<file path="src/rtl/pcol_pkg.sv">
`timescale 1ns / 1ps
// shared types, constants and stage records for the particle colour pipeline
// no dependencies; every other file refers to it by scoped names

package pcol_pkg;

  // configuration register indexes
  localparam int unsigned CFG_IDX_W = 8;
  localparam logic [CFG_IDX_W-1:0] REG_SATURATION = 8'd0;
  localparam logic [CFG_IDX_W-1:0] REG_LIGHTNESS  = 8'd1;

  // register reset values, q0.8
  localparam logic [8:0] SAT_RESET   = 9'd205;
  localparam logic [8:0] LIGHT_RESET = 9'd154;

  // fixed-point constants
  localparam logic [8:0]  Q8_ONE      = 9'd256;
  localparam logic [11:0] HUE_FULL    = 12'd3600;
  localparam logic [11:0] HUE_SECTOR  = 12'd600;
  localparam logic [9:0]  C_SCALE     = 10'd600;
  localparam logic [8:0]  M_SCALE     = 9'd300;
  localparam logic [17:0] LM_SCALE    = 18'd153600;
  localparam logic [7:0]  CHAN_MAX    = 8'd255;
  localparam logic [19:0] ALPHA_HALF  = 20'd512;
  localparam logic [10:0] DIV5_MUL    = 11'd1639;
  localparam int unsigned DIV5_SHIFT  = 13;

  // hue sector, red-yellow through magenta-red
  typedef enum logic [2:0] {
    SEC_RY,
    SEC_YG,
    SEC_GC,
    SEC_CB,
    SEC_BM,
    SEC_MR
  } sector_t;

  // channel payloads
  typedef struct packed {
    logic [11:0] hue;
    logic [10:0] opacity;
    logic [31:0] base_color;
    logic        use_hue;
  } in_t;

  typedef struct packed {
    logic [7:0] alpha;
    logic [7:0] red;
    logic [7:0] green;
    logic [7:0] blue;
  } out_t;

  typedef struct packed {
    logic [CFG_IDX_W-1:0] index;
    logic [8:0]           value;
  } cfg_t;

  // stage records
  typedef struct packed {
    logic [23:0] rgb;
    logic        use_hue;
    logic [10:0] opacity;
    logic [7:0]  alpha_factor;
    logic [8:0]  light;
    logic [8:0]  sat;
    logic [8:0]  span;
    sector_t     sector;
    logic [9:0]  xf;
  } s1_t;

  typedef struct packed {
    logic [23:0] rgb;
    logic        use_hue;
    logic [7:0]  alpha;
    sector_t     sector;
    logic [9:0]  xf;
    logic [16:0] chroma;
    logic [25:0] lm;
  } s2_t;

  typedef struct packed {
    logic [23:0] rgb;
    logic        use_hue;
    logic [7:0]  alpha;
    sector_t     sector;
    logic [25:0] cv;
    logic [25:0] xv;
    logic [25:0] mv;
  } s3_t;

  typedef struct packed {
    logic [23:0] rgb;
    logic        use_hue;
    logic [7:0]  alpha;
    logic [11:0] yr;
    logic [11:0] yg;
    logic [11:0] yb;
  } s4_t;

endpackage

</file>
<file path="src/rtl/pcol_ifs.sv">
`timescale 1ns / 1ps
// valid/ready channel interfaces for input requests, results and config writes
// depends on pcol_pkg for the payload types

interface pcol_in_if;
  logic            valid;
  logic            ready;
  pcol_pkg::in_t   data;
  modport source (output valid, output data, input ready);
  modport sink   (input valid, input data, output ready);
endinterface

interface pcol_out_if;
  logic            valid;
  logic            ready;
  pcol_pkg::out_t  data;
  modport source (output valid, output data, input ready);
  modport sink   (input valid, input data, output ready);
endinterface

interface pcol_cfg_if;
  logic            valid;
  logic            ready;
  pcol_pkg::cfg_t  data;
  modport source (output valid, output data, input ready);
  modport sink   (input valid, input data, output ready);
endinterface

</file>
<file path="src/rtl/pcol_front.sv">
`timescale 1ns / 1ps
// configuration registers and first pipeline stage: clamping, hsl span, hue sector
// depends on pcol_pkg and pcol_ifs

module pcol_front (
  input  logic              clk,
  input  logic              rst,
  pcol_cfg_if.sink          cfg,
  pcol_in_if.sink           pix_in,
  output logic              s1_valid,
  output pcol_pkg::s1_t     s1_data,
  input  logic              s1_ready
);

  logic [8:0]  saturation;
  logic [8:0]  lightness;
  logic        stage_ready;

  logic [8:0]  sat_c;
  logic [8:0]  light_c;
  logic [9:0]  twol;
  logic [9:0]  dl;
  logic [9:0]  span_w;
  logic [11:0] h;
  logic [11:0] u;
  logic [9:0]  xf;
  pcol_pkg::sector_t sector;
  pcol_pkg::s1_t     s1_next;

  // configuration writes, always accepted
  assign cfg.ready = 1'b1;

  always_ff @(posedge clk) begin
    if (rst) begin
      saturation <= pcol_pkg::SAT_RESET;
      lightness  <= pcol_pkg::LIGHT_RESET;
    end else if (cfg.valid) begin
      if (cfg.data.index == pcol_pkg::REG_SATURATION) begin
        saturation <= cfg.data.value;
      end else if (cfg.data.index == pcol_pkg::REG_LIGHTNESS) begin
        lightness <= cfg.data.value;
      end
    end
  end

  // clamp to 1.0 and form 256 - |2l - 256|
  always_comb begin
    sat_c   = (saturation > pcol_pkg::Q8_ONE) ? pcol_pkg::Q8_ONE : saturation;
    light_c = (lightness > pcol_pkg::Q8_ONE) ? pcol_pkg::Q8_ONE : lightness;
    twol    = {light_c, 1'b0};
    if (twol >= {1'b0, pcol_pkg::Q8_ONE}) begin
      dl = twol - {1'b0, pcol_pkg::Q8_ONE};
    end else begin
      dl = {1'b0, pcol_pkg::Q8_ONE} - twol;
    end
    span_w = {1'b0, pcol_pkg::Q8_ONE} - dl;
  end

  // hue wrap, sector and offset within the sector
  always_comb begin
    h = (pix_in.data.hue >= pcol_pkg::HUE_FULL) ? pix_in.data.hue - pcol_pkg::HUE_FULL
                                                : pix_in.data.hue;
    if (h < pcol_pkg::HUE_SECTOR) begin
      sector = pcol_pkg::SEC_RY;
      u      = h;
    end else if (h < 12'd2 * pcol_pkg::HUE_SECTOR) begin
      sector = pcol_pkg::SEC_YG;
      u      = h - pcol_pkg::HUE_SECTOR;
    end else if (h < 12'd3 * pcol_pkg::HUE_SECTOR) begin
      sector = pcol_pkg::SEC_GC;
      u      = h - 12'd2 * pcol_pkg::HUE_SECTOR;
    end else if (h < 12'd4 * pcol_pkg::HUE_SECTOR) begin
      sector = pcol_pkg::SEC_CB;
      u      = h - 12'd3 * pcol_pkg::HUE_SECTOR;
    end else if (h < 12'd5 * pcol_pkg::HUE_SECTOR) begin
      sector = pcol_pkg::SEC_BM;
      u      = h - 12'd4 * pcol_pkg::HUE_SECTOR;
    end else begin
      sector = pcol_pkg::SEC_MR;
      u      = h - 12'd5 * pcol_pkg::HUE_SECTOR;
    end
    // rising edge in even sectors, falling edge in odd ones
    case (sector) inside
      pcol_pkg::SEC_YG, pcol_pkg::SEC_CB, pcol_pkg::SEC_MR: xf = 10'(pcol_pkg::HUE_SECTOR - u);
      default:                                              xf = u[9:0];
    endcase
  end

  // stage record
  always_comb begin
    s1_next.rgb          = pix_in.data.base_color[23:0];
    s1_next.use_hue      = pix_in.data.use_hue;
    s1_next.opacity      = pix_in.data.opacity;
    s1_next.alpha_factor = pix_in.data.use_hue ? pcol_pkg::CHAN_MAX
                                               : pix_in.data.base_color[31:24];
    s1_next.light        = light_c;
    s1_next.sat          = sat_c;
    s1_next.span         = span_w[8:0];
    s1_next.sector       = sector;
    s1_next.xf           = xf;
  end

  // stage register, advances when empty or drained
  assign stage_ready  = !s1_valid || s1_ready;
  assign pix_in.ready = stage_ready;

  always_ff @(posedge clk) begin
    if (rst) begin
      s1_valid <= 1'b0;
    end else if (stage_ready) begin
      s1_valid <= pix_in.valid;
    end
  end

  always_ff @(posedge clk) begin
    if (stage_ready && pix_in.valid) begin
      s1_data <= s1_next;
    end
  end

endmodule

</file>
<file path="src/rtl/pcol_mul.sv">
`timescale 1ns / 1ps
// stages two and three: chroma and alpha products, then chroma, x and offset terms
// depends on pcol_pkg

module pcol_mul (
  input  logic              clk,
  input  logic              rst,
  input  logic              s1_valid,
  input  pcol_pkg::s1_t     s1_data,
  output logic              s1_ready,
  output logic              s3_valid,
  output pcol_pkg::s3_t     s3_data,
  input  logic              s3_ready
);

  logic          s2_valid;
  pcol_pkg::s2_t s2_data;
  logic          s2_ready;
  pcol_pkg::s2_t s2_next;
  pcol_pkg::s3_t s3_next;

  logic [17:0] chroma_w;
  logic [18:0] aprod;
  logic [19:0] around;
  logic [9:0]  ashift;
  logic [26:0] lm_w;
  logic [26:0] cv_w;
  logic [26:0] xv_w;
  logic [25:0] cm_w;

  // chroma = span * s, alpha = round(factor * opacity / 1024), l * 256 * 600
  always_comb begin
    chroma_w = s1_data.span * s1_data.sat;
    aprod    = s1_data.alpha_factor * s1_data.opacity;
    around   = {1'b0, aprod} + pcol_pkg::ALPHA_HALF;
    ashift   = around[19:10];
    lm_w     = s1_data.light * pcol_pkg::LM_SCALE;

    s2_next.rgb     = s1_data.rgb;
    s2_next.use_hue = s1_data.use_hue;
    s2_next.alpha   = (ashift > {2'b00, pcol_pkg::CHAN_MAX}) ? pcol_pkg::CHAN_MAX : ashift[7:0];
    s2_next.sector  = s1_data.sector;
    s2_next.xf      = s1_data.xf;
    s2_next.chroma  = chroma_w[16:0];
    s2_next.lm      = lm_w[25:0];
  end

  assign s1_ready = !s2_valid || s2_ready;

  always_ff @(posedge clk) begin
    if (rst) begin
      s2_valid <= 1'b0;
    end else if (s1_ready) begin
      s2_valid <= s1_valid;
    end
  end

  always_ff @(posedge clk) begin
    if (s1_ready && s1_valid) begin
      s2_data <= s2_next;
    end
  end

  // full-sector value, edge value and lightness offset m
  always_comb begin
    cv_w = s2_data.chroma * pcol_pkg::C_SCALE;
    xv_w = s2_data.chroma * s2_data.xf;
    cm_w = s2_data.chroma * pcol_pkg::M_SCALE;

    s3_next.rgb     = s2_data.rgb;
    s3_next.use_hue = s2_data.use_hue;
    s3_next.alpha   = s2_data.alpha;
    s3_next.sector  = s2_data.sector;
    s3_next.cv      = cv_w[25:0];
    s3_next.xv      = xv_w[25:0];
    s3_next.mv      = s2_data.lm - cm_w;
  end

  assign s2_ready = !s3_valid || s3_ready;

  always_ff @(posedge clk) begin
    if (rst) begin
      s3_valid <= 1'b0;
    end else if (s2_ready) begin
      s3_valid <= s2_valid;
    end
  end

  always_ff @(posedge clk) begin
    if (s2_ready && s2_valid) begin
      s3_data <= s3_next;
    end
  end

endmodule

</file>
<file path="src/rtl/pcol_chan.sv">
`timescale 1ns / 1ps
// stages four and five: channel select and scaling to 0..255, output register
// depends on pcol_pkg and pcol_ifs

module pcol_chan (
  input  logic              clk,
  input  logic              rst,
  input  logic              s3_valid,
  input  pcol_pkg::s3_t     s3_data,
  output logic              s3_ready,
  pcol_out_if.source        pix_out
);

  logic          s4_valid;
  pcol_pkg::s4_t s4_data;
  logic          s4_ready;
  pcol_pkg::s4_t s4_next;
  pcol_pkg::out_t out_next;

  logic [25:0] vr;
  logic [25:0] vg;
  logic [25:0] vb;

  // (v + m) * 17 >> 19, first half of the divide by 65536 * 600 / 255
  function automatic logic [11:0] scale17(input logic [25:0] v, input logic [25:0] m);
    logic [26:0] sum;
    logic [30:0] t17;
    sum = {1'b0, v} + {1'b0, m};
    t17 = {sum, 4'b0000} + {4'b0000, sum};
    return t17[30:19];
  endfunction

  // floor(y / 5) by reciprocal, then saturate
  function automatic logic [7:0] div5_sat(input logic [11:0] y);
    logic [22:0] p;
    logic [9:0]  q;
    p = y * pcol_pkg::DIV5_MUL;
    q = p[22:pcol_pkg::DIV5_SHIFT];
    return (q > {2'b00, pcol_pkg::CHAN_MAX}) ? pcol_pkg::CHAN_MAX : q[7:0];
  endfunction

  // channel values per sector
  always_comb begin
    case (s3_data.sector) inside
      pcol_pkg::SEC_RY, pcol_pkg::SEC_MR: vr = s3_data.cv;
      pcol_pkg::SEC_YG, pcol_pkg::SEC_BM: vr = s3_data.xv;
      default:                            vr = '0;
    endcase
    case (s3_data.sector) inside
      pcol_pkg::SEC_YG, pcol_pkg::SEC_GC: vg = s3_data.cv;
      pcol_pkg::SEC_RY, pcol_pkg::SEC_CB: vg = s3_data.xv;
      default:                            vg = '0;
    endcase
    case (s3_data.sector) inside
      pcol_pkg::SEC_CB, pcol_pkg::SEC_BM: vb = s3_data.cv;
      pcol_pkg::SEC_GC, pcol_pkg::SEC_MR: vb = s3_data.xv;
      default:                            vb = '0;
    endcase

    s4_next.rgb     = s3_data.rgb;
    s4_next.use_hue = s3_data.use_hue;
    s4_next.alpha   = s3_data.alpha;
    s4_next.yr      = scale17(vr, s3_data.mv);
    s4_next.yg      = scale17(vg, s3_data.mv);
    s4_next.yb      = scale17(vb, s3_data.mv);
  end

  assign s3_ready = !s4_valid || s4_ready;

  always_ff @(posedge clk) begin
    if (rst) begin
      s4_valid <= 1'b0;
    end else if (s3_ready) begin
      s4_valid <= s3_valid;
    end
  end

  always_ff @(posedge clk) begin
    if (s3_ready && s3_valid) begin
      s4_data <= s4_next;
    end
  end

  // final scaling or base colour pass-through
  always_comb begin
    out_next.alpha = s4_data.alpha;
    if (s4_data.use_hue) begin
      out_next.red   = div5_sat(s4_data.yr);
      out_next.green = div5_sat(s4_data.yg);
      out_next.blue  = div5_sat(s4_data.yb);
    end else begin
      out_next.red   = s4_data.rgb[23:16];
      out_next.green = s4_data.rgb[15:8];
      out_next.blue  = s4_data.rgb[7:0];
    end
  end

  // output register
  assign s4_ready = !pix_out.valid || pix_out.ready;

  always_ff @(posedge clk) begin
    if (rst) begin
      pix_out.valid <= 1'b0;
    end else if (s4_ready) begin
      pix_out.valid <= s4_valid;
    end
  end

  always_ff @(posedge clk) begin
    if (s4_ready && s4_valid) begin
      pix_out.data <= out_next;
    end
  end

endmodule

</file>
<file path="src/rtl/particle_color_hsl_or_argb_top.sv">
`timescale 1ns / 1ps
// Particle colour generator: each request (hue, opacity, base ARGB word, mode bit)
// gives one ARGB result. In hue mode the colour is the six-sector HSL conversion
// with the saturation and lightness registers (indexes 0 and 1, Q0.8, reset 205
// and 154) and alpha is round(opacity * 255); in base mode red, green and blue
// pass through and alpha is round(base alpha * opacity); either alpha saturates at 255.
// One request is taken every clock while the output is not stalled; a result passes
// through the five register stages in order (front decode, loaded on the edge that
// takes its request, two multiply stages, channel scaling, output register).
// Each stage holds its item while the next one is full, so back-pressure stalls
// without loss and bubbles close up.
// Configuration writes are always accepted and take effect on the next request.
// depends on pcol_pkg, pcol_ifs, pcol_front, pcol_mul and pcol_chan

module particle_color_hsl_or_argb_top (
  input  logic        clk,
  input  logic        rst,
  pcol_cfg_if.sink    cfg,
  pcol_in_if.sink     pix_in,
  pcol_out_if.source  pix_out
);

  logic          s1_valid;
  pcol_pkg::s1_t s1_data;
  logic          s1_ready;
  logic          s3_valid;
  pcol_pkg::s3_t s3_data;
  logic          s3_ready;

  // register file, clamping and hue sector
  pcol_front u_front (
    .clk      (clk),
    .rst      (rst),
    .cfg      (cfg),
    .pix_in   (pix_in),
    .s1_valid (s1_valid),
    .s1_data  (s1_data),
    .s1_ready (s1_ready)
  );

  // chroma, alpha and per-sector terms
  pcol_mul u_mul (
    .clk      (clk),
    .rst      (rst),
    .s1_valid (s1_valid),
    .s1_data  (s1_data),
    .s1_ready (s1_ready),
    .s3_valid (s3_valid),
    .s3_data  (s3_data),
    .s3_ready (s3_ready)
  );

  // channel scaling and output
  pcol_chan u_chan (
    .clk      (clk),
    .rst      (rst),
    .s3_valid (s3_valid),
    .s3_data  (s3_data),
    .s3_ready (s3_ready),
    .pix_out  (pix_out)
  );

endmodule
</file>
<file path="src/flat_wrapper.sv">
// flat-port wrapper written by rule: the top's interface ports become plain ports
module particle_color_hsl_or_argb_top_flat 
  (clk, rst, cfg_valid, cfg_data, cfg_ready, pix_in_valid, pix_in_data, pix_in_ready, pix_out_valid, pix_out_data, pix_out_ready);
  pcol_cfg_if cfg_i ();
  pcol_in_if pix_in_i ();
  pcol_out_if pix_out_i ();
  input  logic clk;
  input  logic rst;
  input wire logic [$bits(cfg_i.valid)-1:0] cfg_valid;
  input wire logic [$bits(cfg_i.data)-1:0] cfg_data;
  output wire logic [$bits(cfg_i.ready)-1:0] cfg_ready;
  input wire logic [$bits(pix_in_i.valid)-1:0] pix_in_valid;
  input wire logic [$bits(pix_in_i.data)-1:0] pix_in_data;
  output wire logic [$bits(pix_in_i.ready)-1:0] pix_in_ready;
  output wire logic [$bits(pix_out_i.valid)-1:0] pix_out_valid;
  output wire logic [$bits(pix_out_i.data)-1:0] pix_out_data;
  input wire logic [$bits(pix_out_i.ready)-1:0] pix_out_ready;
  assign cfg_i.valid = cfg_valid;
  assign cfg_i.data = cfg_data;
  assign cfg_ready = cfg_i.ready;
  assign pix_in_i.valid = pix_in_valid;
  assign pix_in_i.data = pix_in_data;
  assign pix_in_ready = pix_in_i.ready;
  assign pix_out_valid = pix_out_i.valid;
  assign pix_out_data = pix_out_i.data;
  assign pix_out_i.ready = pix_out_ready;
  particle_color_hsl_or_argb_top u_core (.clk(clk), .rst(rst), .cfg(cfg_i), .pix_in(pix_in_i), .pix_out(pix_out_i));
endmodule
</file>
<file path="config.mk">
export PLATFORM = sky130hd
export DESIGN_NAME = particle_color_hsl_or_argb_top_flat
export DESIGN_NICKNAME = d
export VERILOG_FILES = /design/src/rtl/pcol_pkg.sv /design/src/rtl/pcol_ifs.sv /design/src/rtl/pcol_front.sv /design/src/rtl/pcol_mul.sv /design/src/rtl/pcol_chan.sv /design/src/rtl/particle_color_hsl_or_argb_top.sv /design/src/flat_wrapper.sv
export SDC_FILE = /design/constraint.sdc
export NUM_CORES = 2
export LEC_CHECK = 0
export BUFFER_PORTS_ARGS = -buffer_cell sky130_fd_sc_hd__buf_2
export CORE_MARGIN = 2
export CORE_UTILIZATION = 55
export DETAILED_ROUTE_END_ITERATION = 8
export GPL_TIMING_DRIVEN = 0
export PLACE_DENSITY = 0.74
export SLEW_MARGIN = 15
export SYNTH_ARGS = -nofsm -noshare
export SYNTH_HDL_FRONTEND = slang
export SYNTH_SLANG_ARGS = --single-unit
</file>
<file path="constraint.sdc">
create_clock -name clk -period 7.48 [get_ports clk]
set_clock_uncertainty 0.15 [all_clocks]
set_input_delay 1.122 -clock clk [delete_from_list [all_inputs] [get_ports clk]]
set_output_delay 1.122 -clock clk [all_outputs]
set_load 0.02 [all_outputs]
</file>
==> results.yml <==
cts:
  cts_root_buf: "clkbuf_16"
  worstSkewPairLatency_ps: 600
  ctsHoldBuffers: 0
  cts_buffer_depth: 3
  cts_tree: "built"
  cts-buffers-inserted: 47
  cts.sinks: 388
  cts.clk_slew.worst_paths_ps: 60
  htree_levels: 2
logic_synthesis:
  synth_adder_area_share: 0.367
  seq_area_frac_synth: 0.282
  syn-num-nets: 4987
  netlist_area_mm2: 0.0405
  synth-main-ff-cell: "edfxtp_1"
  synth_cell_type_count: 88
  synth_compound_area_frac: 0.110
  yosys_warnings: 0
  netlist_instances: 3935
  postSynthAreaPerCell_um2: 10.3
  synth_mux_area_frac: 0.00430
  synth_top_family_by_area: "adder cells"
  synthXorXnorAreaFrac: 0.0506
  yosys.area_share.simple: 0.115
  async_reset_ff_frac: 0
  synth_enable_flop_cells: 365
  synth-seq-cells: 388
placed_design:
  placed_cell_area_mm2: 0.0426
  pre_cts_ws_ps: 224
  place_congestion: 0.904
  io_buffers: 109
  dp_hpwl_um: 69100
timing:
  rsz0062_at_grt: "no"
  maxSlewHeadroom: 0.400
  period_needed_ps: 6960
  finalCritPeriodShare: 0.931
  max_freq_mhz: 144
  drv_slew: 0
  hold_viol: 0
  worst_slack_ps: 517
  worst-slew-pin-transition_ps: 889
  setup_viol: 0
run_status:
  outcome: "finished clean"
job:
  maxCapViolCount: 0
grt:
  met3_usage: 0.0249
  grt.busiest_layer: "met2"
  grt_max_degree: 33
  use_met2: 0.399
  grt_util_met1: 0.300
  grt.overflow.total: 0
  grt_pass1_vias: 28500
  grt_usage: 0.228
  grt_antenna_before_repair: 0
  grt_first_pass_wirelength_um: 140000
die:
  fp.coreArea_mm2: 0.0728
  fp.dieH_um: 275
  die_area_mm2: 0.0757
  start_util: 0.556
  ios: 113
  rows: 99
  die_w_um: 275
detailed_routing:
  wl_um: 83900
  wl_per_cell_um: 16.4
  vias_per_cell: 5.50
  drtIter0Drc: 1379
  drt_drc_violations_left: 0
  drt.antenna.violating_nets: 0
  vias: 28100
  drtPass1Iterations: 5
min_path:
  hold_class: "reg2reg"
  hold_depth: 0
worst_setup_path:
  cp-start-kind: "flip-flop"
  crit_fanout: 10
  reg2reg_depth: 26
  slowest_stage: "a211oi_1"
  worstPathArrival_ps: 7130
  crit_type: "reg2reg"
  cpPeakStageDelay_ps: 470
  crit_required_ps: 7650
  end_kind: "flip-flop"
finish:
  syn_to_final_growth_pct: 9.35
  drive_gt1_frac: 0.0635
  fin_nets: 5157
  layout_common_cells: "inv_1, ha_1, edfxtp_1, fa_1, nand2_1"
  diodes: 0
  final_common_cell: "inv_1"
  stdcell_area_mm2: 0.0442
  ff_latch_area_mm2: 0.0114
  multiInputGateArea_mm2: 0.0262
  fillers: 5968
==> area by class of cell <==
type                       count  share of cell area
clock buffer                  58              0.0295
inverter                     687              0.0584
clock inverter                30             0.00766
sequential                   388               0.258
buffer                        76             0.00690
multi-input combinational   2783               0.593
tap                          959              0.0271
timing repair buffer         122              0.0197
==> worst max-delay path: cells and delay by family (launching register included) <==
kind            cells  cell delay [ps]
simple gates        6              830
xor+xnor            2              490
compound gates     12             3230
flops               1              380
fa+ha+maj           3              780
buf+inv             3              830
==> metrics by stage <==
step | hold WS [ps] | utilization | instances | TNS, ps
after floorplan | 250 | - | 3935 | 0
after global placement | 250 | 0.579 | 5003 | -416860
after detailed placement | 255 | 0.585 | 5016 | 0
after CTS | 266 | 0.607 | 5104 | 0
after global routing | 272 | 0.607 | 5103 | 0
final | 263 | 0.607 | 5103 | 0
==> routing by layer <==
metal / wire length (µm) / share of wire / vias up
li1: - / - / 13800
met1: 37200 / 0.44 / 13600
met2: 41200 / 0.49 / 603
met3: 3350 / 0.040 / 129
met4: 2220 / 0.026 / 0
met5: 0 / 0 / -
==> registers in the layout, indices dropped and copies added (netlist names), 8 cells and up <==
name	cells
u_core.u_mul.s3_data	105
u_core.u_front.s1_data	82
u_core.u_front.saturation	9
u_core.u_mul.s2_data	77
u_core.u_chan.out_next	8
u_core.u_front.lightness	9
u_core.u_chan.s4_data	61
u_core.u_chan.pix_out.data	32
==> cells in the mapped netlist, types with 68 or more instances <==
| master | count | share of area |
|---|---|---|
| nand2_1 | 237 | 0.022 |
| fa_1 | 353 | 0.17 |
| a21oi_1 | 142 | 0.018 |
| clkbuf_1 | 69 | 0.0064 |
| xnor2_1 | 163 | 0.035 |
| edfxtp_1 | 365 | 0.27 |
| and2_1 | 189 | 0.029 |
| o21ai_0 | 81 | 0.010 |
| xor2_1 | 68 | 0.015 |
| nor2_1 | 193 | 0.018 |
| ha_1 | 621 | 0.19 |
| nor3_1 | 68 | 0.0084 |
| inv_1 | 685 | 0.064 |
==> timing repair <==
item | 4_1_cts | 5_1_grt
gates resized for setup | 0 | 8
buffers inserted | 0 | 0
endpoints found under the setup margin | 0 | 9
==> final timing paths <==
path                                  from                   endpoint  slack, ps
setup / recovery  u_core.u_mul.s3_data[80]  u_core.u_chan.s4_data[11]        520
hold / removal    u_core.u_mul.s2_data[70]   u_core.u_mul.s3_data[95]        260
setup reg to reg  u_core.u_mul.s3_data[80]  u_core.u_chan.s4_data[11]        520
hold reg to reg   u_core.u_mul.s2_data[70]   u_core.u_mul.s3_data[95]        260
==> cells by family (layout without fill, tap and decap cells) <==
kind of cell,count (synthesis),count (layout)
DFF,388,388
adders and majority gates,974,974
xor gates and xnor gates,232,232
AOI/OAI and AO/OA,637,637
muxes,17,17
other,1,1
and+or+nand+nor,922,922
buffers and inverters,764,973
Power is not shown: default switching activity piles up to over one toggle a cycle in this logic, so the estimate is an artifact.
